$ cat src/hw/rtl/ibfa_pkg.sv
// Shared types, constants and the CRC-8 byte update for the IMU burst frame assembler.
// No dependencies; every other file of the block imports this package.
package ibfa_pkg;

    localparam logic [7:0] CRC_POLY  = 8'h07;
    localparam logic [7:0] CRC_INIT  = 8'hFF;
    localparam logic [3:0] LEN_SIX   = 4'd14;
    localparam logic [3:0] LEN_THREE = 4'd6;
    localparam int         STORE_DEPTH = 14;

    localparam logic KIND_SIX_AXIS   = 1'b0;
    localparam logic KIND_THREE_AXIS = 1'b1;

    typedef struct packed {
        logic signed [15:0] accel_x;
        logic signed [15:0] accel_y;
        logic signed [15:0] accel_z;
        logic signed [15:0] gyro_x;
        logic signed [15:0] gyro_y;
        logic signed [15:0] gyro_z;
        logic signed [15:0] temp_reading;
        logic [31:0]        sample_seq;
        logic [7:0]         frame_crc;
        logic [31:0]        sample_time;
    } sample_t;

    typedef struct packed {
        logic last_pending;
        logic fire;
    } asm_stat_t;

    function automatic logic [7:0] crc8_byte(input logic [7:0] crc, input logic [7:0] data);
        logic [7:0] c;
        c = crc ^ data;
        for (int k = 0; k < 8; k++)
        begin
            if (c[7])
            begin
                c = {c[6:0], 1'b0} ^ CRC_POLY;
            end
            else
            begin
                c = {c[6:0], 1'b0};
            end
        end
        return c;
    endfunction

endpackage

$ cat src/hw/rtl/imu_burst_frame_assembler_core.sv
// IMU burst frame assembler: one received byte per beat, one decoded sample per frame.
// A last byte taken with cfg_write low puts its sample on out_valid in the next cycle.
// Throughput: one byte per cycle; any byte offered while the position is a frame's last
// waits only while the output register holds an untaken sample; others are always taken.
// Reset: six-axis mode, byte position 0, CRC 0xFF, sequence 0, output empty; the
// frame store is not cleared. Depends on ibfa_pkg, ibfa_assemble, ibfa_out_stage.
module imu_burst_frame_assembler_core
    import ibfa_pkg::*;
(
    input  logic               clk,
    input  logic               rst_n,
    input  logic               cfg_write,
    input  logic               cfg_data,
    input  logic               in_valid,
    output logic               in_ready,
    input  logic [7:0]         rx_byte,
    input  logic               frame_begin,
    input  logic [31:0]        now_time,
    output logic               out_valid,
    input  logic               out_ready,
    output logic signed [15:0] accel_x,
    output logic signed [15:0] accel_y,
    output logic signed [15:0] accel_z,
    output logic signed [15:0] gyro_x,
    output logic signed [15:0] gyro_y,
    output logic signed [15:0] gyro_z,
    output logic signed [15:0] temp_reading,
    output logic [31:0]        sample_seq,
    output logic [7:0]         frame_crc,
    output logic [31:0]        sample_time
);

    sample_t   sample_new;
    sample_t   sample_held;
    asm_stat_t stat;
    logic      take;

    assign in_ready = !out_valid || out_ready || !stat.last_pending;
    assign take     = in_valid && in_ready;

    ibfa_assemble u_assemble (
        .clk         (clk),
        .rst_n       (rst_n),
        .cfg_write   (cfg_write),
        .cfg_data    (cfg_data),
        .take        (take),
        .rx_byte     (rx_byte),
        .frame_begin (frame_begin),
        .now_time    (now_time),
        .sample      (sample_new),
        .stat        (stat)
    );

    ibfa_out_stage u_out_stage (
        .clk        (clk),
        .rst_n      (rst_n),
        .load       (stat.fire && !cfg_write),
        .sample_in  (sample_new),
        .out_ready  (out_ready),
        .out_valid  (out_valid),
        .sample_out (sample_held)
    );

    assign accel_x      = sample_held.accel_x;
    assign accel_y      = sample_held.accel_y;
    assign accel_z      = sample_held.accel_z;
    assign gyro_x       = sample_held.gyro_x;
    assign gyro_y       = sample_held.gyro_y;
    assign gyro_z       = sample_held.gyro_z;
    assign temp_reading = sample_held.temp_reading;
    assign sample_seq   = sample_held.sample_seq;
    assign frame_crc    = sample_held.frame_crc;
    assign sample_time  = sample_held.sample_time;

endmodule

$ cat src/hw/rtl/ibfa_assemble.sv
// Byte capture, frame store, running CRC-8 and sample decode.
// Depends on ibfa_pkg.
module ibfa_assemble
    import ibfa_pkg::*;
(
    input  logic        clk,
    input  logic        rst_n,
    input  logic        cfg_write,
    input  logic        cfg_data,
    input  logic        take,
    input  logic [7:0]  rx_byte,
    input  logic        frame_begin,
    input  logic [31:0] now_time,
    output sample_t     sample,
    output asm_stat_t   stat
);

    logic        kind_reg;
    logic [3:0]  pos_reg;
    logic [3:0]  pos_next;
    logic [7:0]  crc_reg;
    logic [7:0]  crc_next;
    logic [31:0] seq_reg;
    logic [31:0] seq_next;
    logic [7:0]  store_reg [STORE_DEPTH];

    logic [3:0]  frame_len;
    logic [3:0]  pos_eff;
    logic [7:0]  crc_base;
    logic [7:0]  crc_new;
    logic        done;

    assign frame_len = (kind_reg == KIND_THREE_AXIS) ? LEN_THREE : LEN_SIX;
    assign pos_eff   = frame_begin ? 4'd0 : pos_reg;
    assign crc_base  = frame_begin ? CRC_INIT : crc_reg;
    assign crc_new   = crc8_byte(crc_base, rx_byte);
    assign done      = (pos_eff == frame_len - 4'd1);

    assign stat.last_pending = (pos_reg == frame_len - 4'd1);
    assign stat.fire         = take && done;

    always_comb
    begin
        pos_next = pos_reg;
        crc_next = crc_reg;
        seq_next = seq_reg;
        if (cfg_write)
        begin
            pos_next = 4'd0;
            crc_next = CRC_INIT;
        end
        else if (take)
        begin
            if (done)
            begin
                pos_next = 4'd0;
                crc_next = CRC_INIT;
                seq_next = seq_reg + 32'd1;
            end
            else
            begin
                pos_next = pos_eff + 4'd1;
                crc_next = crc_new;
            end
        end
    end

    always_ff @(posedge clk or negedge rst_n)
    begin
        if (!rst_n)
        begin
            kind_reg <= KIND_SIX_AXIS;
            pos_reg  <= 4'd0;
            crc_reg  <= CRC_INIT;
            seq_reg  <= 32'd0;
        end
        else
        begin
            if (cfg_write)
            begin
                kind_reg <= cfg_data;
            end
            pos_reg <= pos_next;
            crc_reg <= crc_next;
            seq_reg <= seq_next;
        end
    end

    always_ff @(posedge clk)
    begin
        if (take && !cfg_write)
        begin
            store_reg[pos_eff] <= rx_byte;
        end
    end

    always_comb
    begin
        sample             = '0;
        sample.sample_seq  = seq_reg;
        sample.frame_crc   = crc_new;
        sample.sample_time = now_time;
        if (kind_reg == KIND_SIX_AXIS)
        begin
            sample.accel_x      = {store_reg[0],  store_reg[1]};
            sample.accel_y      = {store_reg[2],  store_reg[3]};
            sample.accel_z      = {store_reg[4],  store_reg[5]};
            sample.temp_reading = {store_reg[6],  store_reg[7]};
            sample.gyro_x       = {store_reg[8],  store_reg[9]};
            sample.gyro_y       = {store_reg[10], store_reg[11]};
            sample.gyro_z       = {store_reg[12], rx_byte};
        end
        else
        begin
            sample.accel_x = {store_reg[1], store_reg[0]};
            sample.accel_y = {store_reg[3], store_reg[2]};
            sample.accel_z = {rx_byte,      store_reg[4]};
        end
    end

    a_pos_in_frame: assert property (@(posedge clk) disable iff (!rst_n)
        pos_reg < frame_len)
        else $error("byte position beyond frame length");

    a_restart_after_frame: assert property (@(posedge clk) disable iff (!rst_n)
        stat.fire && !cfg_write |=> pos_reg == 4'd0 && crc_reg == CRC_INIT)
        else $error("frame state not restarted after completed frame");

    a_seq_step: assert property (@(posedge clk) disable iff (!rst_n)
        stat.fire && !cfg_write |=> seq_reg == $past(seq_reg) + 32'd1)
        else $error("sequence number did not advance on completed frame");

endmodule

$ cat src/hw/rtl/ibfa_out_stage.sv
// Output register holding one finished sample until the consumer takes the beat.
// Depends on ibfa_pkg.
module ibfa_out_stage
    import ibfa_pkg::*;
(
    input  logic    clk,
    input  logic    rst_n,
    input  logic    load,
    input  sample_t sample_in,
    input  logic    out_ready,
    output logic    out_valid,
    output sample_t sample_out
);

    logic    valid_reg;
    logic    valid_next;
    sample_t sample_reg;

    assign valid_next = load || (valid_reg && !out_ready);
    assign out_valid  = valid_reg;
    assign sample_out = sample_reg;

    always_ff @(posedge clk or negedge rst_n)
    begin
        if (!rst_n)
        begin
            valid_reg <= 1'b0;
        end
        else
        begin
            valid_reg <= valid_next;
        end
    end

    always_ff @(posedge clk)
    begin
        if (load)
        begin
            sample_reg <= sample_in;
        end
    end

    a_no_overwrite: assert property (@(posedge clk) disable iff (!rst_n)
        load |-> !valid_reg || out_ready)
        else $error("pending sample overwritten");

    a_drain: assert property (@(posedge clk) disable iff (!rst_n)
        valid_reg && out_ready && !load |=> !valid_reg)
        else $error("sample delivered twice");

    a_hold_valid: assert property (@(posedge clk) disable iff (!rst_n)
        valid_reg && !out_ready |=> valid_reg)
        else $error("pending sample dropped");

endmodule

$ cat config.mk
export PLATFORM = sky130hd
export DESIGN_NAME = imu_burst_frame_assembler_core
export DESIGN_NICKNAME = d
export VERILOG_FILES = /design/src/hw/rtl/ibfa_pkg.sv /design/src/hw/rtl/imu_burst_frame_assembler_core.sv /design/src/hw/rtl/ibfa_assemble.sv /design/src/hw/rtl/ibfa_out_stage.sv
export SDC_FILE = /design/constraint.sdc
export NUM_CORES = 1
export LEC_CHECK = 0
export ABC_AREA = 1
export CAP_MARGIN = 20
export CORE_ASPECT_RATIO = 0.9
export CORE_MARGIN = 1.5
export CORE_UTILIZATION = 50
export CTS_BUF_LIST = sky130_fd_sc_hd__clkbuf_16
export CTS_CLUSTER_DIAMETER = 30
export DETAILED_ROUTE_END_ITERATION = 7
export DONT_BUFFER_PORTS = 1
export GPL_ROUTABILITY_DRIVEN = 0
export PLACE_DENSITY = 0.67
export SETUP_SLACK_MARGIN = 0.3
export SLEW_MARGIN = 0
export SYNTH_ARGS = -nofsm -noshare
export SYNTH_HDL_FRONTEND = slang
export SYNTH_HIERARCHICAL = 1
export SYNTH_SLANG_ARGS = --single-unit
$ cat constraint.sdc
create_clock -name clk -period 10.8 [get_ports clk]
set_input_delay 0.54 -clock clk [delete_from_list [all_inputs] [get_ports clk]]
set_output_delay 0.54 -clock clk [all_outputs]
set_load 0.05 [all_outputs]
==> results of run 1 <==
## cell type report
| class | instances | area [µm²] |
|---|---|---|
| well taps | 342 | 428 |
| flip-flops and latches | 334 | 9810 |
| clock buffers | 57 | 1430 |
| fillers | 1965 | 10200 |
| clock inverters | 47 | 492 |
| inverters | 133 | 499 |
| repair buffers | 11 | 123 |
| multi-input cells | 520 | 2400 |
## critical path, delay by kind of cell (launching register included)
kind	cells	cell delay (ns)
buffers and inverters	4	1.65
AND/OR/NAND/NOR	7	1.09
flip-flops	1	0.38
XOR/XNOR	1	0.17
## layer usage
layer / GRT usage, % / vias up
li1: - / 3450
met1: 24.2 / 3448
met2: 30.5 / 276
met3: 5.08 / 55
met4: 7.08 / 0
met5: 0 / -
## cell families (layout without fill, tap and decap cells)
logic type / count (synthesis) / after routing
compound gates: 61 / 61
flops: 334 / 334
buf+inv: 188 / 248
xor+xnor: 41 / 41
simple gates: 417 / 417
fa+ha+maj: 1 / 1
## worst min path at each step
stage                  from                          to  slack (ns)
6_report       now_time[12]  u_out_stage/sample_out[12]        0.08
4_1_cts        now_time[23]  u_out_stage/sample_out[23]        0.06
3_5_place_dp          rst_n      u_assemble/seq_reg[25]        0.25
5_1_grt        now_time[23]  u_out_stage/sample_out[23]        0.06
2_1_floorplan         rst_n         u_assemble/kind_reg        0.24
3_3_place_gp          rst_n      u_assemble/seq_reg[29]        0.25
## repair_timing
| item | 4_1_cts | 5_1_grt |
|---|---|---|
| endpoints found under the hold margin | 46 | 0 |
| gates resized for setup | 0 | 0 |
| hold buffers | 2 | 0 |
## cells in the mapped netlist, types with 3 or more instances
| library cell | instances | area, µm² |
|---|---|---|
| xnor2_1 | 14 | 123 |
| dfstp_2 | 8 | 210 |
| nor3_1 | 11 | 55.1 |
| inv_1 | 130 | 488 |
| buf_4 | 34 | 255 |
| o22ai_1 | 4 | 25.0 |
| nand3_1 | 28 | 140 |
| nand2_1 | 227 | 852 |
| nor2_1 | 130 | 488 |
| edfxtp_1 | 288 | 8650 |
| nor2_2 | 6 | 37.5 |
| nand4_1 | 5 | 31.3 |
| xor2_1 | 25 | 219 |
| clkbuf_1 | 18 | 67.6 |
| dfrtp_1 | 38 | 951 |
| or2_2 | 3 | 18.8 |
| o21ai_0 | 55 | 275 |
## power by group through the flow
stage               clock (W)  sequential, W  combinational [W]
CTS                   0.00177        0.00142          0.0000900
finish                0.00174        0.00142          0.0000894
floorplan                   0        0.00144          0.0000756
detailed placement          0        0.00144          0.0000838
global route          0.00183        0.00142           0.000102
global placement            0        0.00144          0.0000823
## stage by stage
stage	std cells	hold slack, ns	area, µm²	power [W]
2_1_floorplan	1042	0.244	13000	0.00152
5_1_grt	1444	0.0560	15200	0.00335
3_5_place_dp	1336	0.248	13200	0.00153
6_report	1444	0.0769	15200	0.00325
3_3_place_gp	1335	0.248	13200	0.00153
4_1_cts	1442	0.0581	15200	0.00328
==> out/results.tsv, run 1 <==
stage	metric	value	unit
grt	grt_pass1_wl	38.8	mm
grt	first_global_vias	7074	
layout	diodes	0	
power	p_per_area	214	nW/µm²
worst_setup_path	path_cells	buf_4, xor2_2, nand2_1, nor2_1, nand2_1, nor2_2, nor2_1, inv_1, nor2_1, inv_1, nor2_4, buf_4	
power	combPwrFrac	2.8	%
route	ant_nets	0	
layout	drive_gt1_share	11.2	%
place	dp_slack	6.78	ns
floorplan	fp-row-count	55	
yosys	synth_compound_area_share	2.38	%
clock_tree	cts_buffers	56	
yosys	synth-simple-area-share	13.0	%
route	viasPerCell	5.01	
worst_setup_path	rr_worst_depth	12	
timing	period_minus_slack	3.85	ns
yosys	async_flop_share	13.8	%
layout	final_common_cell	edfxtp_1	
clock_tree	post_cts_buffers	0	
layout	mostFrequentLayoutCells	edfxtp_1 (288), nand2_1 (227), inv_1 (141)	
grt	grt.overflow.total	0	
timing	slew-limit-headroom	30.7	%
worst_setup_path	setup.worst_path.start	u_assemble/kind_reg	
yosys	yosysWarnings	6	
worst_setup_path	cp-endpoint	u_out_stage/sample_out[22]	
yosys	synthCells	1042	
hold_path	holdPathStages	0	
grt	grt_max_degree	107	
yosys	ys.flop_type	edfxtp_1	
yosys	yosys.cell_types.count	32	
timing	finalSetupTns	0	ns
route	wl_met3	1.70	mm
clock_tree	htreeDepth	2	
route	first_pass_iters	5	
clock_tree	clkSinkCount	334	
grt	grt.total_usage	18.7	%
yosys	muxShareOfSynthArea	0	%
hold_path	hp-class	in2reg	
layout	utilization	59.8	%
timing	min_period_over_period	35.6	%
worst_setup_path	crit_path_start_kind	flop	
place	place_hpwl	15.5	mm
yosys	synth_area	13000	µm²
route	drt_iter0_drc	411	
power	intPower	0.00259	W
clock_tree	cts_max_path_buffers	3	
timing	tightest_slew	1.04	ns
route	wl_per_cell	17.4	µm
yosys	yosys.area_share.xor_xnor	2.87	%
yosys	yosysSeqAreaShare	75.2	%
route	wl_met2	11.8	mm
route	drt-total-wl	25.1	mm
run_status	status	complete, no violations	
power	clockPowerShare	53.5	%
clock_tree	clock_latency	0.56	ns
yosys	synth-adder-area-share	0.0959	%
worst_setup_path	criticalPathCategory	reg2reg	
power	p_leak	5.95	nW
yosys	syn_area_per_cell	12.5	µm²
power	peakVddDrop	0.128	mV
route	highest_layer	met4	
timing	layout_setup_ws	6.95	ns
worst_setup_path	cpMostUsedCell	nor2_1	
timing	setup_viol_count_final	0	
power	p_sw	0.000655	W
power	pwr-share-seq	43.7	%
yosys	ys_ff_latch	334	
floorplan	die_y	156	µm
layout	largest_reg_flops	184	
worst_setup_path	rr_endpoint	u_out_stage/sample_out[22]	
grt	antenna_found_initial	0	
layout	nets	1104	
power	swShare	20.2	%
place	io_buffers	0	
floorplan	initial_core_util	51.4	%
floorplan	dieArea	27100	µm²
route	met1_length	10.9	mm
worst_setup_path	crit_slowest_cell	buf_4	
route	routed-via-count	7229	
floorplan	core_area	25400	µm²
worst_setup_path	required	10.96	ns
worst_setup_path	r2r_slack	6.95	ns
yosys	synth-edff-count	288	
worst_setup_path	r2r_start	u_assemble/kind_reg	
clock_tree	cts_tree	built	
floorplan	die_x	173	µm
floorplan	io_pins	233	
clock_tree	path_clk_slew	0.05	ns
worst_setup_path	path_max_fanout	106	
run	drv_cap	0	
route	post-route-drc-count	0	
timing	finalHoldViolations	0	
timing	fin_skew	0.0200	ns
yosys	synth_nets	1090	
yosys	synth_top_family_by_area	simple AND/OR/NAND/NOR gates	
timing	max_freq	0.260	GHz
layout	syn_to_final_growth	16.4	%
timing	rsz0062_at_grt	no	
clock_tree	cts-root-buf	clkbuf_16	
timing	drv_slew	0	
worst_setup_path	slowest_delay	0.78	ns
worst_setup_path	critPathCaptureType	flop	
worst_setup_path	cp.arrival	4.00	ns
Power figures use the tool's default switching activity.
==> run 2, diff against run 1 <==
--- a/config.mk
+++ b/config.mk
@@ -15,7 +15,7 @@
 export DETAILED_ROUTE_END_ITERATION = 7
 export DONT_BUFFER_PORTS = 1
 export GPL_ROUTABILITY_DRIVEN = 0
-export PLACE_DENSITY = 0.67
+export PLACE_DENSITY = 0.7
 export SETUP_SLACK_MARGIN = 0.3
 export SLEW_MARGIN = 0
 export SYNTH_ARGS = -nofsm -noshare
==> constraint.sdc (replaced) <==
create_clock -name clk -period 3.25 [get_ports clk]
set_input_delay 0.1625 -clock clk [delete_from_list [all_inputs] [get_ports clk]]
set_output_delay 0.1625 -clock clk [all_outputs]
set_load 0.05 [all_outputs]
==> run 2 against run 1 <==
Compared with the run above: sequential power grew to 3.3 times the previous value; final cell count grew 3.0%; sequential share of layout area shrank 1.7 points; combinational power grew to 4.2 times the previous value; total power grew to 3.3 times the previous value; highest routed layer unchanged; clock skew grew 0.0032 ns; die area is the same; global-route usage grew 1.2 points.
==> out/results.tsv, run 2 (synthesized netlist as in run 1, its figures left out) <==
stage	metric	value	unit
run_status	status	complete, no violations	
timing	slew-limit-headroom	31.1	%
timing	period_minus_slack	2.45	ns
worst_setup_path	rr_worst_depth	13	
worst_setup_path	r2r_slack	0.80	ns
grt	antenna_found_initial	0	
layout	syn_to_final_growth	19.5	%
layout	largest_reg_flops	184	
clock_tree	cts-root-buf	clkbuf_16	
timing	finalHoldViolations	0	
route	drt-total-wl	26.9	mm
worst_setup_path	r2r_start	u_assemble/kind_reg	
place	place_hpwl	16.2	mm
hold_path	hold-path-endpoint	u_assemble/crc_reg[4]	
route	wl_per_cell	18.1	µm
clock_tree	cts_buffers	53	
grt	grt.overflow.total	0	
route	drt_iter0_drc	680	
route	first_pass_iters	5	
layout	fillerInstances	1886	
timing	drv_slew	0	
worst_setup_path	required	3.67	ns
layout	multi_input_area	2400	µm²
floorplan	fp-row-count	55	
run	drv_cap	0	
clock_tree	cts_tree	built	
power	p_total	0.0108	W
layout	nets	1148	
layout	diodes	0	
layout	final_common_cell	edfxtp_1	
place	place_area	13200	µm²
route	post-route-drc-count	0	
grt	first_global_vias	7421	
layout	seq_area	9810	µm²
worst_setup_path	cp.arrival	2.87	ns
clock_tree	htreeDepth	2	
timing	rsz0062_at_grt	no	
floorplan	initial_core_util	51.4	%
layout	drive_gt1_share	11.6	%
place	io_buffers	0	
clock_tree	post_cts_buffers	0	
grt	grt.total_usage	19.9	%
layout	mostFrequentLayoutCells	edfxtp_1 (288), nand2_1 (227), inv_1 (134)	
timing	max_freq	0.407	GHz
hold_path	min_from	rx_byte[2]	
floorplan	die_y	156	µm
hold_path	holdPathStages	5	
worst_setup_path	criticalPathCategory	reg2reg	
timing	tightest_slew	1.03	ns
floorplan	die_x	173	µm
worst_setup_path	rr_endpoint	u_assemble/seq_reg[30]	
timing	hold_ws	0.0525	ns
worst_setup_path	path_max_fanout	27	
timing	layout_setup_ws	0.796	ns
place	dp_slack	0.802	ns
hold_path	hp-class	in2reg	
timing	setup_viol_count_final	0	
grt	grt_pass1_wl	41.1	mm
clock_tree	ctsHoldBuffers	46	
floorplan	io_pins	233	
grt	grt_max_degree	106	
worst_setup_path	critPathCaptureType	flop	
clock_tree	cts_resized	0	
floorplan	core_area	25400	µm²
timing	fin_skew	0.0232	ns
power	p_per_area	691	nW/µm²
route	ant_nets	0	
power	p_leak	6.09	nW
power	peakVddDrop	0.422	mV
layout	final_area	15600	µm²
timing	min_period_over_period	75.5	%
route	routed-via-count	7492	
floorplan	dieArea	27100	µm²
clock_tree	path_clk_slew	0.05	ns
layout	utilization	61.4	%
worst_setup_path	crit_path_start_kind	flop	
clock_tree	cts_max_path_buffers	3	
clock_tree	clkSinkCount	334	
clock_tree	clock_latency	0.55	ns
route	viasPerCell	5.04	
[run 2: changes by cell type in the layout (fill, tap and decap cells not counted), moves of 4 or more]
cell	previous run	this run
dlygate4sd3_1	1	45
inv_1	141	134
clkinv_1	10	5
clkinv_4	4	9
clkinvlp_4	3	8
buf_4	6	11
inv_6	6	2
[run 2: where the power goes]
part | switching (W) | internal (W)
Clock | 0.00201 | 0.00368
Combinational | 0.000249 | 0.000125
Sequential | 0.0000151 | 0.00470
[run 2: area by class of cell]
class                           instances  share of cell area, %
Timing Repair Buffer                   58                   3.72
Clock inverter                         45                   3.18
Inverter                              133                   3.20
Multi-Input combinational cell        520                   15.4
Sequential cell                       334                   62.9
Tap cell                              342                   2.74
Clock buffer                           55                   8.83
[run 2: metrics by stage]
step / TNS (ns) / cells
detailed placement: 0 / 1341
finish: 0 / 1487
CTS: 0 / 1487
global route: 0 / 1487
floorplan: -191.70 / 1042
global placement: 0 / 1341
[run 2: how the worst max path moves through the flow]
| stage | startpoint | endpoint | slack (ns) | cells after the start |
|---|---|---|---|---|
| CTS | u_assemble/kind_reg | u_assemble/seq_reg[30] | 0.79 | 13 |
| global route | u_assemble/kind_reg | u_assemble/seq_reg[25] | 0.56 | 13 |
| detailed placement | u_assemble/kind_reg | u_assemble/store_reg[4][3] | 0.80 | 10 |
| global placement | u_assemble/kind_reg | u_assemble/store_reg[4][2] | 0.89 | 10 |
| finish | u_assemble/kind_reg | u_assemble/seq_reg[30] | 0.80 | 13 |
| floorplan | u_assemble/kind_reg | u_out_stage/sample_out[0] | -1.04 | 11 |
[run 2: metal layers]
| metal | share of wire [%] | track usage (%) | wire length, µm |
|---|---|---|---|
| met2 | 48 | 32.6 | 12800 |
| met4 | 1.5 | 5.84 | 405 |
| met3 | 9.6 | 6.10 | 2580 |
| met1 | 41 | 25.8 | 11100 |
| met5 | 0 | 0 | 0 |
[run 2: worst max-delay path, cell delays in order, from the launching register on]
cell      delay [ns]
dfrtp_4         0.48
xor2_2          0.16
nand2_1         0.06
nor2_1          0.04
nand2_1         0.07
nor2_2          0.05
nor2_1          0.13
inv_1           0.08
nor2_2          0.22
inv_2           0.16
nor2_8          0.36
clkinv_1        0.33
nand2_1         0.13
nand2_1         0.06
==> run 3, diff against run 2 <==
--- a/config.mk
+++ b/config.mk
@@ -5,7 +5,7 @@
 export SDC_FILE = /design/constraint.sdc
 export NUM_CORES = 1
 export LEC_CHECK = 0
-export ABC_AREA = 1
+export ABC_AREA = 0
 export CAP_MARGIN = 20
 export CORE_ASPECT_RATIO = 0.9
 export CORE_MARGIN = 1.5
@@ -15,7 +15,7 @@
 export DETAILED_ROUTE_END_ITERATION = 7
 export DONT_BUFFER_PORTS = 1
 export GPL_ROUTABILITY_DRIVEN = 0
-export PLACE_DENSITY = 0.7
+export PLACE_DENSITY = 0.67
 export SETUP_SLACK_MARGIN = 0.3
 export SLEW_MARGIN = 0
 export SYNTH_ARGS = -nofsm -noshare
==> constraint.sdc (replaced) <==
create_clock -name clk -period 2.44 [get_ports clk]
set_input_delay 0.122 -clock clk [delete_from_list [all_inputs] [get_ports clk]]
set_output_delay 0.122 -clock clk [all_outputs]
set_load 0.05 [all_outputs]
==> run 3 against run 2 <==
Compared with the run above: clock-buffer cell count shrank 2; global-route usage shrank 0.76 points; worst hold slack lost 0.021 ns; final area shrank 0.12%; routed wire length shrank 8.1%; combinational power grew 84%.
==> out/results.tsv, run 3 <==
stage	metric	value	unit
timing	period_minus_slack	2.28	ns
route	ant_nets	0	
worst_setup_path	required	2.87	ns
floorplan	die_y	152	µm
power	p_per_area	937	nW/µm²
timing	slew-limit-headroom	38.2	%
worst_setup_path	cp.arrival	2.72	ns
clock_tree	cts-root-buf	clkbuf_16	
floorplan	io_pins	233	
run_status	status	complete, no violations	
layout	drive_gt1_share	29.8	%
layout	largest_reg_flops	184	
clock_tree	path_clk_slew	0.05	ns
timing	finalHoldViolations	0	
layout	mostFrequentLayoutCells	edfxtp_1 (288), nor2b_1 (65), clkbuf_16 (54)	
layout	fin_cells	1133	
clock_tree	cts_max_path_buffers	3	
clock_tree	htreeDepth	2	
hold_path	holdPathStages	2	
route	drt-total-wl	24.8	mm
yosys	synth_top_cell_by_area	edfxtp_1	
layout	final_common_cell	edfxtp_1	
grt	grt_max_degree	73	
clock_tree	cts_tree	built	
yosys	yosys.area.top_type_share	69.7	%
timing	rsz0062_at_grt	yes	
yosys	synth-edff-count	288	
place	io_buffers	0	
timing	finalSetupTns	0	ns
layout	diodes	0	
timing	max_freq	0.438	GHz
yosys	ys_ff_latch	334	
yosys	yosysSeqAreaShare	79.1	%
worst_setup_path	r2r_slack	0.16	ns
clock_tree	clock_latency	0.56	ns
floorplan	dieArea	25800	µm²
worst_setup_path	rr_worst_depth	11	
place	dp.cells	960	
floorplan	initial_core_util	51.0	%
hold_path	min_from	rx_byte[2]	
timing	setup_viol_count_final	0	
yosys	synth_nets	734	
floorplan	fp-row-count	54	
worst_setup_path	critPathCaptureType	flop	
yosys	synth_area	12400	µm²
layout	nets	828	
worst_setup_path	crit_path_start_kind	flop	
worst_setup_path	rr_endpoint	u_assemble/seq_reg[21]	
yosys	syn_area_per_cell	18.1	µm²
yosys	synth_most_common_cell	edfxtp_1	
run	drv_cap	0	
yosys	async_flop_share	13.8	%
yosys	synth_commonest_cells	edfxtp_1 (288), nor2b_1 (66), mux2_2 (50), xnor2_1 (44), dfrtp_1 (38)	
grt	grt.overflow.total	0	
floorplan	die_x	169	µm
grt	grt_pass1_wl	36.7	mm
place	place_hpwl	13.6	mm
power	p_total	0.0146	W
route	viasPerCell	5.24	
worst_setup_path	r2r_start	u_assemble/kind_reg	
power	p_leak	5.42	nW
grt	first_global_vias	5956	
clock_tree	clkSinkCount	334	
timing	drv_slew	0	
yosys	yosysWarnings	6	
grt	grt.total_usage	19.1	%
route	drt_iter0_drc	329	
hold_path	hold-path-endpoint	u_out_stage/sample_out[36]	
yosys	synthTopCellsByArea	edfxtp_1 (70%), dfrtp_1 (7.7%), mux2_2 (4.5%), nor2b_1 (3.3%), xnor2_1 (3.1%)	
worst_setup_path	path_max_fanout	5	
floorplan	core_area	24300	µm²
timing	fin_skew	0.0260	ns
yosys	synthCells	686	
worst_setup_path	criticalPathCategory	reg2reg	
route	routed-via-count	5939	
route	first_pass_iters	7	
timing	tightest_slew	0.924	ns
power	peakVddDrop	0.535	mV
timing	min_period_over_period	93.5	%
yosys	ys.flop_type	edfxtp_1	
route	wl_per_cell	21.9	µm
clock_tree	cts_buffers	53	
grt	antenna_found_initial	0	
route	post-route-drc-count	0	
layout	syn_to_final_growth	25.6	%
hold_path	hp-class	in2reg	
yosys	yosys.cell_types.count	42	
-- run 3: logic make-up (layout without fill, tap and decap cells) --
kind of cell,after synthesis,after routing,synth area share (%)
flops,334,334,79.1
simple gates,168,168,7.89
xor+xnor,58,58,4.47
buf+inv,56,195,2.71
mux,50,50,4.54
compound gates,19,19,1.20
fa+ha+maj,1,1,0.101
-- run 3: cell type report --
type | count | area (µm²)
Tap cell | 308 | 385
Clock buffer | 53 | 1330
Clock inverter | 47 | 541
Fill cell | 1655 | 8750
Timing Repair Buffer | 91 | 1000
Sequential cell | 334 | 9810
Multi-Input combinational cell | 296 | 2490
Inverter | 4 | 15.0
-- run 3: worst max-delay path by stage --
stage / from / endpoint / slack, ns / depth (start not counted)
finish: u_assemble/kind_reg / u_assemble/seq_reg[21] / 0.16 / 11
floorplan: u_assemble/pos_reg[1] / u_out_stage/sample_out[0] / -2.15 / 8
global placement: u_assemble/pos_reg[3] / u_assemble/store_reg[8][1] / 0.03 / 11
global route: u_assemble/kind_reg / u_assemble/seq_reg[21] / 0.08 / 11
detailed placement: u_assemble/pos_reg[3] / u_assemble/store_reg[8][4] / 0.03 / 11
CTS: u_assemble/kind_reg / u_assemble/seq_reg[30] / 0.24 / 11
-- run 3: repair_timing --
action,in CTS,in global routing
pin swaps,11,19
gates resized for setup,8,22
setup endpoints to repair,159,313
cloned,0,1
endpoints found under the hold margin,241,0
hold buffers,47,0
setup buffers,11,14
-- run 3: critical path: stages (launching register included) --
cell and delay, ns:
dfrtp_4 0.50, xor2_4 0.16, nand2_2 0.08, nor2_2 0.05, nand3b_4 0.07, and2_4 0.16
and4bb_4 0.30, nand4_4 0.11, nor3_4 0.34, buf_6 0.15, nand4_1 0.11, xnor2_1 0.16
-- run 3: where the power goes --
| part | internal [W] | switching [W] | leakage (nW) |
|---|---|---|---|
| clock | 0.00483 | 0.00273 | 0.912 |
| sequential | 0.00630 | 0.0000383 | 3.17 |
| combinational | 0.000326 | 0.000364 | 1.34 |
| total | 0.0115 | 0.00314 | 5.42 |
-- run 3: per-layer routing --
layer	up-vias	part of all wire, %	GRT usage [%]
met5	-	0	0
met4	0	1.7	5.27
met3	39	7.3	5.87
met2	247	47	30.0
met1	2950	44	26.1
li1	2703	-	-
-- run 3: per-stage QoR --
stage                     setup slack, ns  cell area, µm²  hold WS, ns  util [%]
after CTS                           0.244           15300       0.0196      62.9
after global placement             0.0290           12800       -0.170      52.6
after floorplan                     -2.15           12600       -0.174         -
after detailed placement           0.0337           12800       -0.172      52.6
final                               0.158           15600       0.0320      64.0
after global routing               0.0774           15600       0.0459      64.0
